File: src/ndpm_pkg.sv
// ----------------------------------------------------------------------------
// ndpm_pkg
// Shared types, constants and the twiddle table builder for the NTT-domain
// pair multiplier.
// ----------------------------------------------------------------------------
package ndpm_pkg;

	localparam int MODULUS     = 3329;
	localparam int ROOT        = 17;
	localparam int N_COEFF_DEF = 256;
	localparam int COEF_W      = 12;
	localparam int IDX_W       = 7;
	localparam int N_PAIRS_MAX = 1 << IDX_W;

	typedef struct packed {
		logic [IDX_W-1:0]  pair_index;
		logic [COEF_W-1:0] f_even;
		logic [COEF_W-1:0] f_odd;
		logic [COEF_W-1:0] g_even;
		logic [COEF_W-1:0] g_odd;
	} in_beat_t;

	typedef struct packed {
		logic [COEF_W-1:0] h_even;
		logic [COEF_W-1:0] h_odd;
	} out_beat_t;

	typedef logic [COEF_W-1:0] gamma_tbl_t [0:N_PAIRS_MAX-1];

	// Builds gamma(i) = ROOT^(2*bitrev7(i)+1) mod MODULUS for every pair index.
	// Only ever evaluated at elaboration to fill a constant table.
	function automatic gamma_tbl_t build_gamma_tbl();
		gamma_tbl_t tbl;
		int         br;
		int         expo;
		int         acc;
		for (int i = 0; i < N_PAIRS_MAX; i++) begin
			br = 0;
			for (int k = 0; k < IDX_W; k++) begin
				br = (br << 1) | ((i >> k) & 1);
			end
			expo = 2 * br + 1;
			acc  = 1;
			for (int j = 0; j < expo; j++) begin
				acc = (acc * ROOT) % MODULUS;
			end
			tbl[i] = COEF_W'(acc);
		end
		return tbl;
	endfunction

endpackage

File: src/ndpm_mod_reduce.sv
// ----------------------------------------------------------------------------
// ndpm_mod_reduce
// Three-stage Barrett reduction of a W-bit unsigned value modulo 3329.
// ----------------------------------------------------------------------------
module ndpm_mod_reduce
	import ndpm_pkg::*;
#(
	parameter int W = 24
) (
	input  logic              clk,
	input  logic [2:0]        en,
	input  logic [W-1:0]      x,
	output logic [COEF_W-1:0] r
);

	// The quotient estimate fits in W-11 bits since MODULUS exceeds 2^11.
	localparam int MW = W - 11;
	localparam int PW = W + MW;
	localparam int RW = COEF_W + 1;
	localparam logic [MW-1:0] BARRETT_M = MW'((64'd1 << W) / MODULUS);
	localparam logic [W-1:0]  MOD_W     = W'(MODULUS);
	localparam logic [RW-1:0] MOD_R     = RW'(MODULUS);

	logic [W-1:0]  x_s1;
	logic [PW-1:0] prod_s1;
	logic [MW-1:0] quot;
	logic [W-1:0]  diff;
	logic [RW-1:0] rem_s2;
	logic [COEF_W-1:0] res_s3;

	// The estimate is the true quotient or one below it, so the remainder
	// stays under twice the modulus and fits in RW bits.
	assign quot = prod_s1[PW-1:W];
	assign diff = x_s1 - W'(quot) * MOD_W;

	always_ff @(posedge clk) begin
		if (en[0]) begin
			x_s1    <= x;
			prod_s1 <= PW'(x) * PW'(BARRETT_M);
		end
		if (en[1]) begin
			rem_s2 <= diff[RW-1:0];
		end
		if (en[2]) begin
			res_s3 <= (rem_s2 >= MOD_R) ? COEF_W'(rem_s2 - MOD_R) : COEF_W'(rem_s2);
		end
	end

	assign r = res_s3;

endmodule

File: src/ntt_domain_pair_multiply.sv
// ----------------------------------------------------------------------------
// ntt_domain_pair_multiply
// Base-case multiplication of two NTT-domain polynomials modulo 3329, one
// coefficient pair per beat.
// ----------------------------------------------------------------------------
// Usage:
// The operand channel carries one coefficient pair of f, the matching pair of
// g and the pair index in each beat. The product channel returns one beat per
// operand beat, in order, with h_even = f0*g0 + f1*g1*gamma and
// h_odd = f0*g1 + f1*g0, both fully reduced mod 3329. Gamma comes from a
// constant table of 17^(2*bitrev7(i)+1) mod 3329, built at elaboration; the
// index is wrapped to N_COEFF/2 entries.
// Throughput is one beat per cycle while the receiver does not stall. The
// stages are table lookup, four partial products, three-stage Barrett
// reduction of f1*g1, the gamma multiply, the even sum and a second
// three-stage reduction of both outputs. Each stage has its own
// valid bit and loads whenever it is empty or the stage after it moves, so
// bubbles are squeezed out and a stalled receiver holds only the stages that
// are actually full. The last stage is the output register, and the operand
// channel stalls only when every stage is occupied and the receiver stalls.
// Reset clears all valid bits; the datapath registers are not reset.
// ----------------------------------------------------------------------------
module ntt_domain_pair_multiply
	import ndpm_pkg::*;
#(
	parameter int N_COEFF = N_COEFF_DEF
) (
	input  logic      clk,
	input  logic      arst_n,
	input  logic      operand_valid,
	output logic      operand_stall,
	input  in_beat_t  operand,
	output logic      product_valid,
	input  logic      product_stall,
	output out_beat_t product
);

	localparam int NSTG = 10;
	localparam int PRW  = 2 * COEF_W;
	localparam int SW   = PRW + 1;
	localparam logic [IDX_W-1:0] IDX_MASK = IDX_W'(N_COEFF / 2 - 1);
	localparam gamma_tbl_t GAMMA_TBL = build_gamma_tbl();

	// Per-stage valid bits and load enables. A stage loads when it is empty
	// or when its contents move on into the next stage in the same cycle.
	logic [NSTG:1]   vld_q;
	logic [NSTG+1:1] en;
	logic [NSTG:0]   vld_in;

	always_comb begin
		en[NSTG+1] = !product_stall;
		for (int k = NSTG; k >= 1; k--) begin
			en[k] = !vld_q[k] || en[k+1];
		end
	end

	assign vld_in = {vld_q, operand_valid};

	always_ff @(posedge clk or negedge arst_n) begin
		if (!arst_n) begin
			vld_q <= '0;
		end else begin
			for (int k = 1; k <= NSTG; k++) begin
				if (en[k]) begin
					vld_q[k] <= vld_in[k-1];
				end
			end
		end
	end

	assign operand_stall = !en[1];
	assign product_valid = vld_q[NSTG];

	// Stage 1: capture the operands and look up gamma for the wrapped index.
	logic [COEF_W-1:0] f0_s1, f1_s1, g0_s1, g1_s1, gamma_s1;

	always_ff @(posedge clk) begin
		if (en[1]) begin
			f0_s1    <= operand.f_even;
			f1_s1    <= operand.f_odd;
			g0_s1    <= operand.g_even;
			g1_s1    <= operand.g_odd;
			gamma_s1 <= GAMMA_TBL[operand.pair_index & IDX_MASK];
		end
	end

	// Stage 2: the four partial products.
	logic [PRW-1:0]    p00_s2, p11_s2, p01_s2, p10_s2;
	logic [COEF_W-1:0] gamma_s2;

	always_ff @(posedge clk) begin
		if (en[2]) begin
			p00_s2   <= PRW'(f0_s1) * PRW'(g0_s1);
			p11_s2   <= PRW'(f1_s1) * PRW'(g1_s1);
			p01_s2   <= PRW'(f0_s1) * PRW'(g1_s1);
			p10_s2   <= PRW'(f1_s1) * PRW'(g0_s1);
			gamma_s2 <= gamma_s1;
		end
	end

	// Stages 3 to 5: reduce f1*g1 so that the gamma multiply stays 12 by 12.
	// The other terms ride alongside; the odd sum is formed on entry.
	logic [COEF_W-1:0] cross_red;
	logic [PRW-1:0]    p00_s3, p00_s4, p00_s5;
	logic [SW-1:0]     odd_s3, odd_s4, odd_s5;
	logic [COEF_W-1:0] gamma_s3, gamma_s4, gamma_s5;

	ndpm_mod_reduce #(
		.W (PRW)
	) u_cross_red (
		.clk (clk),
		.en  (en[5:3]),
		.x   (p11_s2),
		.r   (cross_red)
	);

	always_ff @(posedge clk) begin
		if (en[3]) begin
			p00_s3   <= p00_s2;
			odd_s3   <= SW'(p01_s2) + SW'(p10_s2);
			gamma_s3 <= gamma_s2;
		end
		if (en[4]) begin
			p00_s4   <= p00_s3;
			odd_s4   <= odd_s3;
			gamma_s4 <= gamma_s3;
		end
		if (en[5]) begin
			p00_s5   <= p00_s4;
			odd_s5   <= odd_s4;
			gamma_s5 <= gamma_s4;
		end
	end

	// Stage 6: multiply the reduced cross term by gamma.
	logic [PRW-1:0] cross_s6, p00_s6;
	logic [SW-1:0]  odd_s6;

	always_ff @(posedge clk) begin
		if (en[6]) begin
			cross_s6 <= PRW'(cross_red) * PRW'(gamma_s5);
			p00_s6   <= p00_s5;
			odd_s6   <= odd_s5;
		end
	end

	// Stage 7: the even sum; both sums are below 2^25.
	logic [SW-1:0] even_s7, odd_s7;

	always_ff @(posedge clk) begin
		if (en[7]) begin
			even_s7 <= SW'(p00_s6) + SW'(cross_s6);
			odd_s7  <= odd_s6;
		end
	end

	// Stages 8 to 10: final reduction of both outputs. The last reduction
	// stage is the output register.
	logic [COEF_W-1:0] h_even_red, h_odd_red;

	ndpm_mod_reduce #(
		.W (SW)
	) u_even_red (
		.clk (clk),
		.en  (en[10:8]),
		.x   (even_s7),
		.r   (h_even_red)
	);

	ndpm_mod_reduce #(
		.W (SW)
	) u_odd_red (
		.clk (clk),
		.en  (en[10:8]),
		.x   (odd_s7),
		.r   (h_odd_red)
	);

	assign product.h_even = h_even_red;
	assign product.h_odd  = h_odd_red;

endmodule
File: config.mk
export PLATFORM = sky130hd
export DESIGN_NAME = ntt_domain_pair_multiply
export DESIGN_NICKNAME = d
export VERILOG_FILES = /design/src/ndpm_pkg.sv /design/src/ndpm_mod_reduce.sv /design/src/ntt_domain_pair_multiply.sv
export SDC_FILE = /design/constraint.sdc
export NUM_CORES = 2
export LEC_CHECK = 0
export BUFFER_PORTS_ARGS = -buffer_cell sky130_fd_sc_hd__buf_2
export CORE_UTILIZATION = 50
export DETAILED_ROUTE_END_ITERATION = 7
export HOLD_SLACK_MARGIN = 0.05
export PLACE_DENSITY = 0.69
export SYNTH_ARGS = -nofsm -noshare
export SYNTH_HDL_FRONTEND = slang
export SYNTH_SLANG_ARGS = --single-unit
File: constraint.sdc
create_clock -name clk -period 9.5 [get_ports clk]
set_input_delay 0.475 -clock clk [delete_from_list [all_inputs] [get_ports clk]]
set_output_delay 0.475 -clock clk [all_outputs]
set_load 0.01 [all_outputs]
; ---- Word-level counts from Yosys, hierarchy flattened
; Memory sizes are Yosys's and may differ from the RTL's. A register that Yosys moved wholly into a read port is not among the register bits.
; Cells that the tools add are included.
[word_totals]
regBits = 701
rom_bits = 1536
in_bits = 59
output_inout_bits = 26
word_cells = 94
memories = 1
[mem_list]
columns = memory, words, width, rd, rd_ports_with_merged_regs, write_ports, line_no
row1 = (no name shown), 128, 12, 1, 1, 0, ntt_domain_pair_multiply.sv:83  ; gamma_s1 <= GAMMA_TBL[operand.pair_index & IDX_MASK];
[classes]
n_addsub = 8
mul = 11
n_lt_le_gt_ge = 3
muxes = 3
n_bitwise = 1
reduce_logical = 22
[ops]
columns = cell, n
row1 = $mul A12 B12 Y24, 5
row2 = $mul A25 B14 Y39 const B, 2
row3 = $add A24 B24 Y25, 2
row4 = $ge A13 B12 Y1 const B, 3
row5 = $sub A13 B13 Y13, 3
row6 = $mul A24 B13 Y37 const B, 1
row7 = $mux W12, 3
row8 = $sub A12 B12 Y12 const B, 3
row9 = $mul A14 B12 Y13 const B, 2
row10 = $mul A13 B12 Y13 const B, 1
row11 = $logic_not A1 Y1, 12
row12 = $logic_or A1 B1 Y1, 10
row13 = $not A7 Y8, 1

; ---- Longest topological paths before layout
[logic_depth]
depth_word = 12
ltp_mapped = 23
ltp_nobuf = 22

; ---- Modules after synthesis
; A second synthesis with hierarchy kept.
[unflattened]
cells_unflattened = 6351
hier_area_um2 = 68936.1
[modules_own_cells]
columns = module, n_inst, cells_each, area_each_um2, seq_area_each_um2
row1 = ntt_domain_pair_multiply, 1, 3960, 42269.3, 14483.9
row2 = ndpm_mod_reduce at u_even_red, 1, 832, 9250.1, 1531.5
row3 = ndpm_mod_reduce at u_odd_red, 1, 828, 9226.3, 1531.5
row4 = ndpm_mod_reduce at u_cross_red, 1, 731, 8190.4, 1531.5

; ---- Worst setup path before layout
; No wires, ideal clock.
[synth_timing]
kind = input-to-reg
startpoint = input product_stall
endpoint = register gamma_s2[0], enable pin
setup_time_ns = 0.984
arrival_time_ns = 5.761
required_time_ns = 8.516
path_slack_ns = 2.754
cell_stages = 5
n_path_buf = 0
path_cell_list = and3_1 -> and3_1 -> nand4_1 -> nor2_1 -> nand2_1
[synth_between]
elab_chain_cells = 10
[synth_rtl]
columns = item, line_no
row1 = "start, declared", ntt_domain_pair_multiply.sv:34  ; input logic product_stall,
row2 = $logic_not A1 Y1, ntt_domain_pair_multiply.sv:51  ; en[NSTG+1] = !product_stall;
row3 = $logic_or A1 B1 Y1 (7 in series), ntt_domain_pair_multiply.sv:53  ; en[k] = !vld_q[k] || en[k+1];
row4 = "named net en, one bit", ntt_domain_pair_multiply.sv:47  ; logic [NSTG+1:1] en;
row5 = $logic_or A1 B1 Y1 (2 in series), ntt_domain_pair_multiply.sv:53
row6 = "named net en, one bit", ntt_domain_pair_multiply.sv:47
row7 = "end signal, assigned", ntt_domain_pair_multiply.sv:97  ; gamma_s2 <= gamma_s1;
row8 = "end, declared", ntt_domain_pair_multiply.sv:89  ; logic [COEF_W-1:0] gamma_s2;
; The timed path passes the listed nets, and every way through them passes these cells.
; A chain may end at the register's enable or synchronous reset.

; ---- Final worst setup path
[layout_timing]
startpoint = register even_s7[14]
endpoint = register u_even_red.prod_s1[37] (data pin)
[layout_between]
elab_chain_cells = 1
[layout_rtl]
columns = item, line_no
row1 = "start, declared", ntt_domain_pair_multiply.sv:148  ; logic [SW-1:0] even_s7, odd_s7;
row2 = "start signal, assigned", ntt_domain_pair_multiply.sv:152  ; even_s7 <= SW'(p00_s6) + SW'(cross_s6);
row3 = $mul A25 B14 Y39, ndpm_mod_reduce.sv:39  ; prod_s1 <= PW'(x) * PW'(BARRETT_M);
row4 = "end signal, assigned", ndpm_mod_reduce.sv:39
row5 = "end, declared", ndpm_mod_reduce.sv:25  ; logic [PW-1:0] prod_s1;
; No other way between the ends.

==> metrics <==
Post-synth EDFFs=627; Port Buffers=84; worst skew pair latency=0.66 ns; fmax=151 MHz; status=completed; crit end category=flip-flop; Non-Filler Instances=8090; ys async rst share=1.57%; Die Width=370 microns; worst path required time=9.89 ns; gp weighted congestion=0.887; r2r worst-path depth=19; area leader, netlist=fa_1; Crit Path Category=flip-flop to flip-flop; Placed Cells=7911; Yosys cell types=84; hpwl dp=108000 microns; Iteration-0 DRC Markers=2516; GRT overflow=0; most frequent cells in the layout=1246 x inv_1, 955 x fa_1, 885 x ha_1, 627 x edfxtp_1, 584 x nand2_1; synth-to-layout area growth=7.58%; initial antenna violation count=3; R2R Path Start=even_s7[14]$_DFFE_PP_; area of the die=137000 sq um; Tcrit/Tclk final=69.5%; drt via density=5.24; Reg clk slew, reported paths=0.07 ns; CTS max path bufs=3; crit-path cells=fa_1 -> fa_1 -> fa_1 -> fa_1 -> fa_1 -> inv_1 -> fa_1 -> inv_1 -> ha_1 -> a21oi_1 -> o21ai_0 -> o21a_1 -> a22o_1 -> a211oi_1 -> a211oi_1 -> o31ai_1 -> o21bai_1 -> a21oi_1 -> xnor2_1; Most used DFF post-synth=edfxtp_1; CORE AREA=134000 sq um; Critical Path AT=6.99 ns; setup violators final=0; largest net degree at the start of global routing=75; Slew @ Worst Pin=1.28 ns; minimum clock period=6.61 ns; Crit Path Max Fanout=7; unrepaired setup endpoints after global routing=false; synthesized area per cell=10.9 sq um; most common cell after layout, fill and taps aside=inv_1; setup_tns=0 ns; R2R Setup Slk=2.89 ns; first-pass GRT wire length=230000 microns; Bufs and invs on worst path=2; site row count=134; die height=370 microns; drt drc=0; Final Skew=0.0403 ns; layout cells sized above 1=4.05%; io pins=85; clk sink count=637; post-synthesis sequential area ratio=28.2%; CP top delay family=adder cells; CP dominant cell by count=fa_1; Synth Register Bits=637; Hold Path Sink=g1_s1[3]$_DFFE_PN_; Worst Hold Depth=1; Num CTS Buffers=72; Wirelength per Cell=16.9 microns; final hold viol count=0; Starting Density=50.6%; fin nets=8165; Final ANT Viol Nets=0; FF-to-FF End=u_even_red.prod_s1[37]$_DFFE_PP_; ranking of synthesized cells by area=fa_1 28%, edfxtp_1 28%, ha_1 16%; number of global-route vias before repair=45436; worst rel slew slack=14.8%; Total GRT Usage=20.9%; CP Launch Type=flip-flop; via count=42407; root buffer cell=clkbuf_16; fin util=54.4%; Synthesized Nets=8090; H-Tree Depth=3; Hold Crit Class=input port to flip-flop; synthesized instance count=6191; Synth Cell Area=67700 sq um; Synth top area share=28.2%; CTS tree=built; Final Max Tran Viols=0; Min-Delay Startpoint=operand[3]; total wire length=137000 microns; Yosys Warn Count=0; drt pass-1 iters=5; Max-cap violations=0; CP peak stage delay=0.65 ns; Worst path slowest cell=fa_1
[through the flow]
stage | cell area, sq um | hold WS [ns] | setup WS (ns)
final | 72900 | 0.119 | 2.89
after global routing | 72900 | 0.0648 | 2.48
after global placement | 70000 | 0.389 | 2.98
after CTS | 72900 | 0.0635 | 2.90
after floorplan | 67700 | 0.179 | 2.75
after detailed placement | 70000 | 0.391 | 2.93
[Yosys cell counts, types with 16 or more instances]
cell type	number
nand2_1	587
and3_1	29
inv_1	1248
and2_1	282
a21o_1	57
nor3_1	74
o21a_1	32
nand2b_1	53
edfxtp_1	627
ha_1	885
nand3_1	49
xnor2_1	181
clkbuf_1	152
nor2_1	197
or3_1	23
a31oi_1	18
a21oi_1	202
a21boi_0	16
xor2_1	74
fa_1	955
o21ai_0	152
a211oi_1	36
nor2b_1	38
[metal layers]
layer / up-vias / track usage (%) / wire (microns)
met4: 0 / 5.19 / 3110
met2: 874 / 35.8 / 66600
li1: 20101 / - / -
met3: 190 / 2.67 / 5860
met1: 21242 / 28.3 / 61100
met5: - / 0 / 0
[worst max-delay path by stage]
stage | start | endpoint | slack, ns | depth (start not counted)
2_1_floorplan | product_stall | gamma_s2[0]$_DFFE_PP_ | 2.75 | 5
3_3_place_gp | even_s7[12]$_DFFE_PP_ | u_even_red.prod_s1[37]$_DFFE_PP_ | 2.98 | 19
3_5_place_dp | even_s7[12]$_DFFE_PP_ | u_even_red.prod_s1[37]$_DFFE_PP_ | 2.93 | 19
4_1_cts | even_s7[12]$_DFFE_PP_ | u_even_red.prod_s1[37]$_DFFE_PP_ | 2.90 | 19
5_1_grt | even_s7[12]$_DFFE_PP_ | u_even_red.prod_s1[37]$_DFFE_PP_ | 2.48 | 19
6_report | even_s7[14]$_DFFE_PP_ | u_even_red.prod_s1[37]$_DFFE_PP_ | 2.89 | 19
[what timing repair did]
| item | CTS | global route |
|---|---|---|
| setup buffers | 0 | 0 |
| hold buffers | 48 | 1 |
| setup endpoints to repair | 0 | 0 |
| endpoints found under the hold margin | 57 | 1 |
| resized for setup | 0 | 0 |
[cell families after synthesis]
logic type / after synthesis / share of synthesized area (%)
and+or+nand+nor: 1382 / 9.72
xor gates and xnor gates: 255 / 3.30
buffers and inverters: 1410 / 7.81
DFF: 637 / 28.2
AOI/OAI and AO/OA: 660 / 6.26
adders and majority gates: 1840 / 44.6
muxes: 7 / 0.179
[layout make-up]
type / instances / area, sq um
Clock buffer: 89 / 1900
Clock inverter: 40 / 453
Multi-Input combinational cell: 4144 / 43400
Timing Repair Buffer: 162 / 1130
Sequential cell: 637 / 19100
Fill cell: 11463 / 61100
Antenna cell: 1 / 2.50
Tap cell: 1768 / 2210
Inverter: 1249 / 4690
[registers in the layout, summed over array words and instances (netlist names), 25 cells and up]
name	flops
odd_s6	25
odd_s4	25
odd_s3	25
even_s7	25
odd_s5	25
odd_s7	25
Power is not shown: default switching activity piles up to over one toggle a cycle in this logic, so the estimate is an artifact.
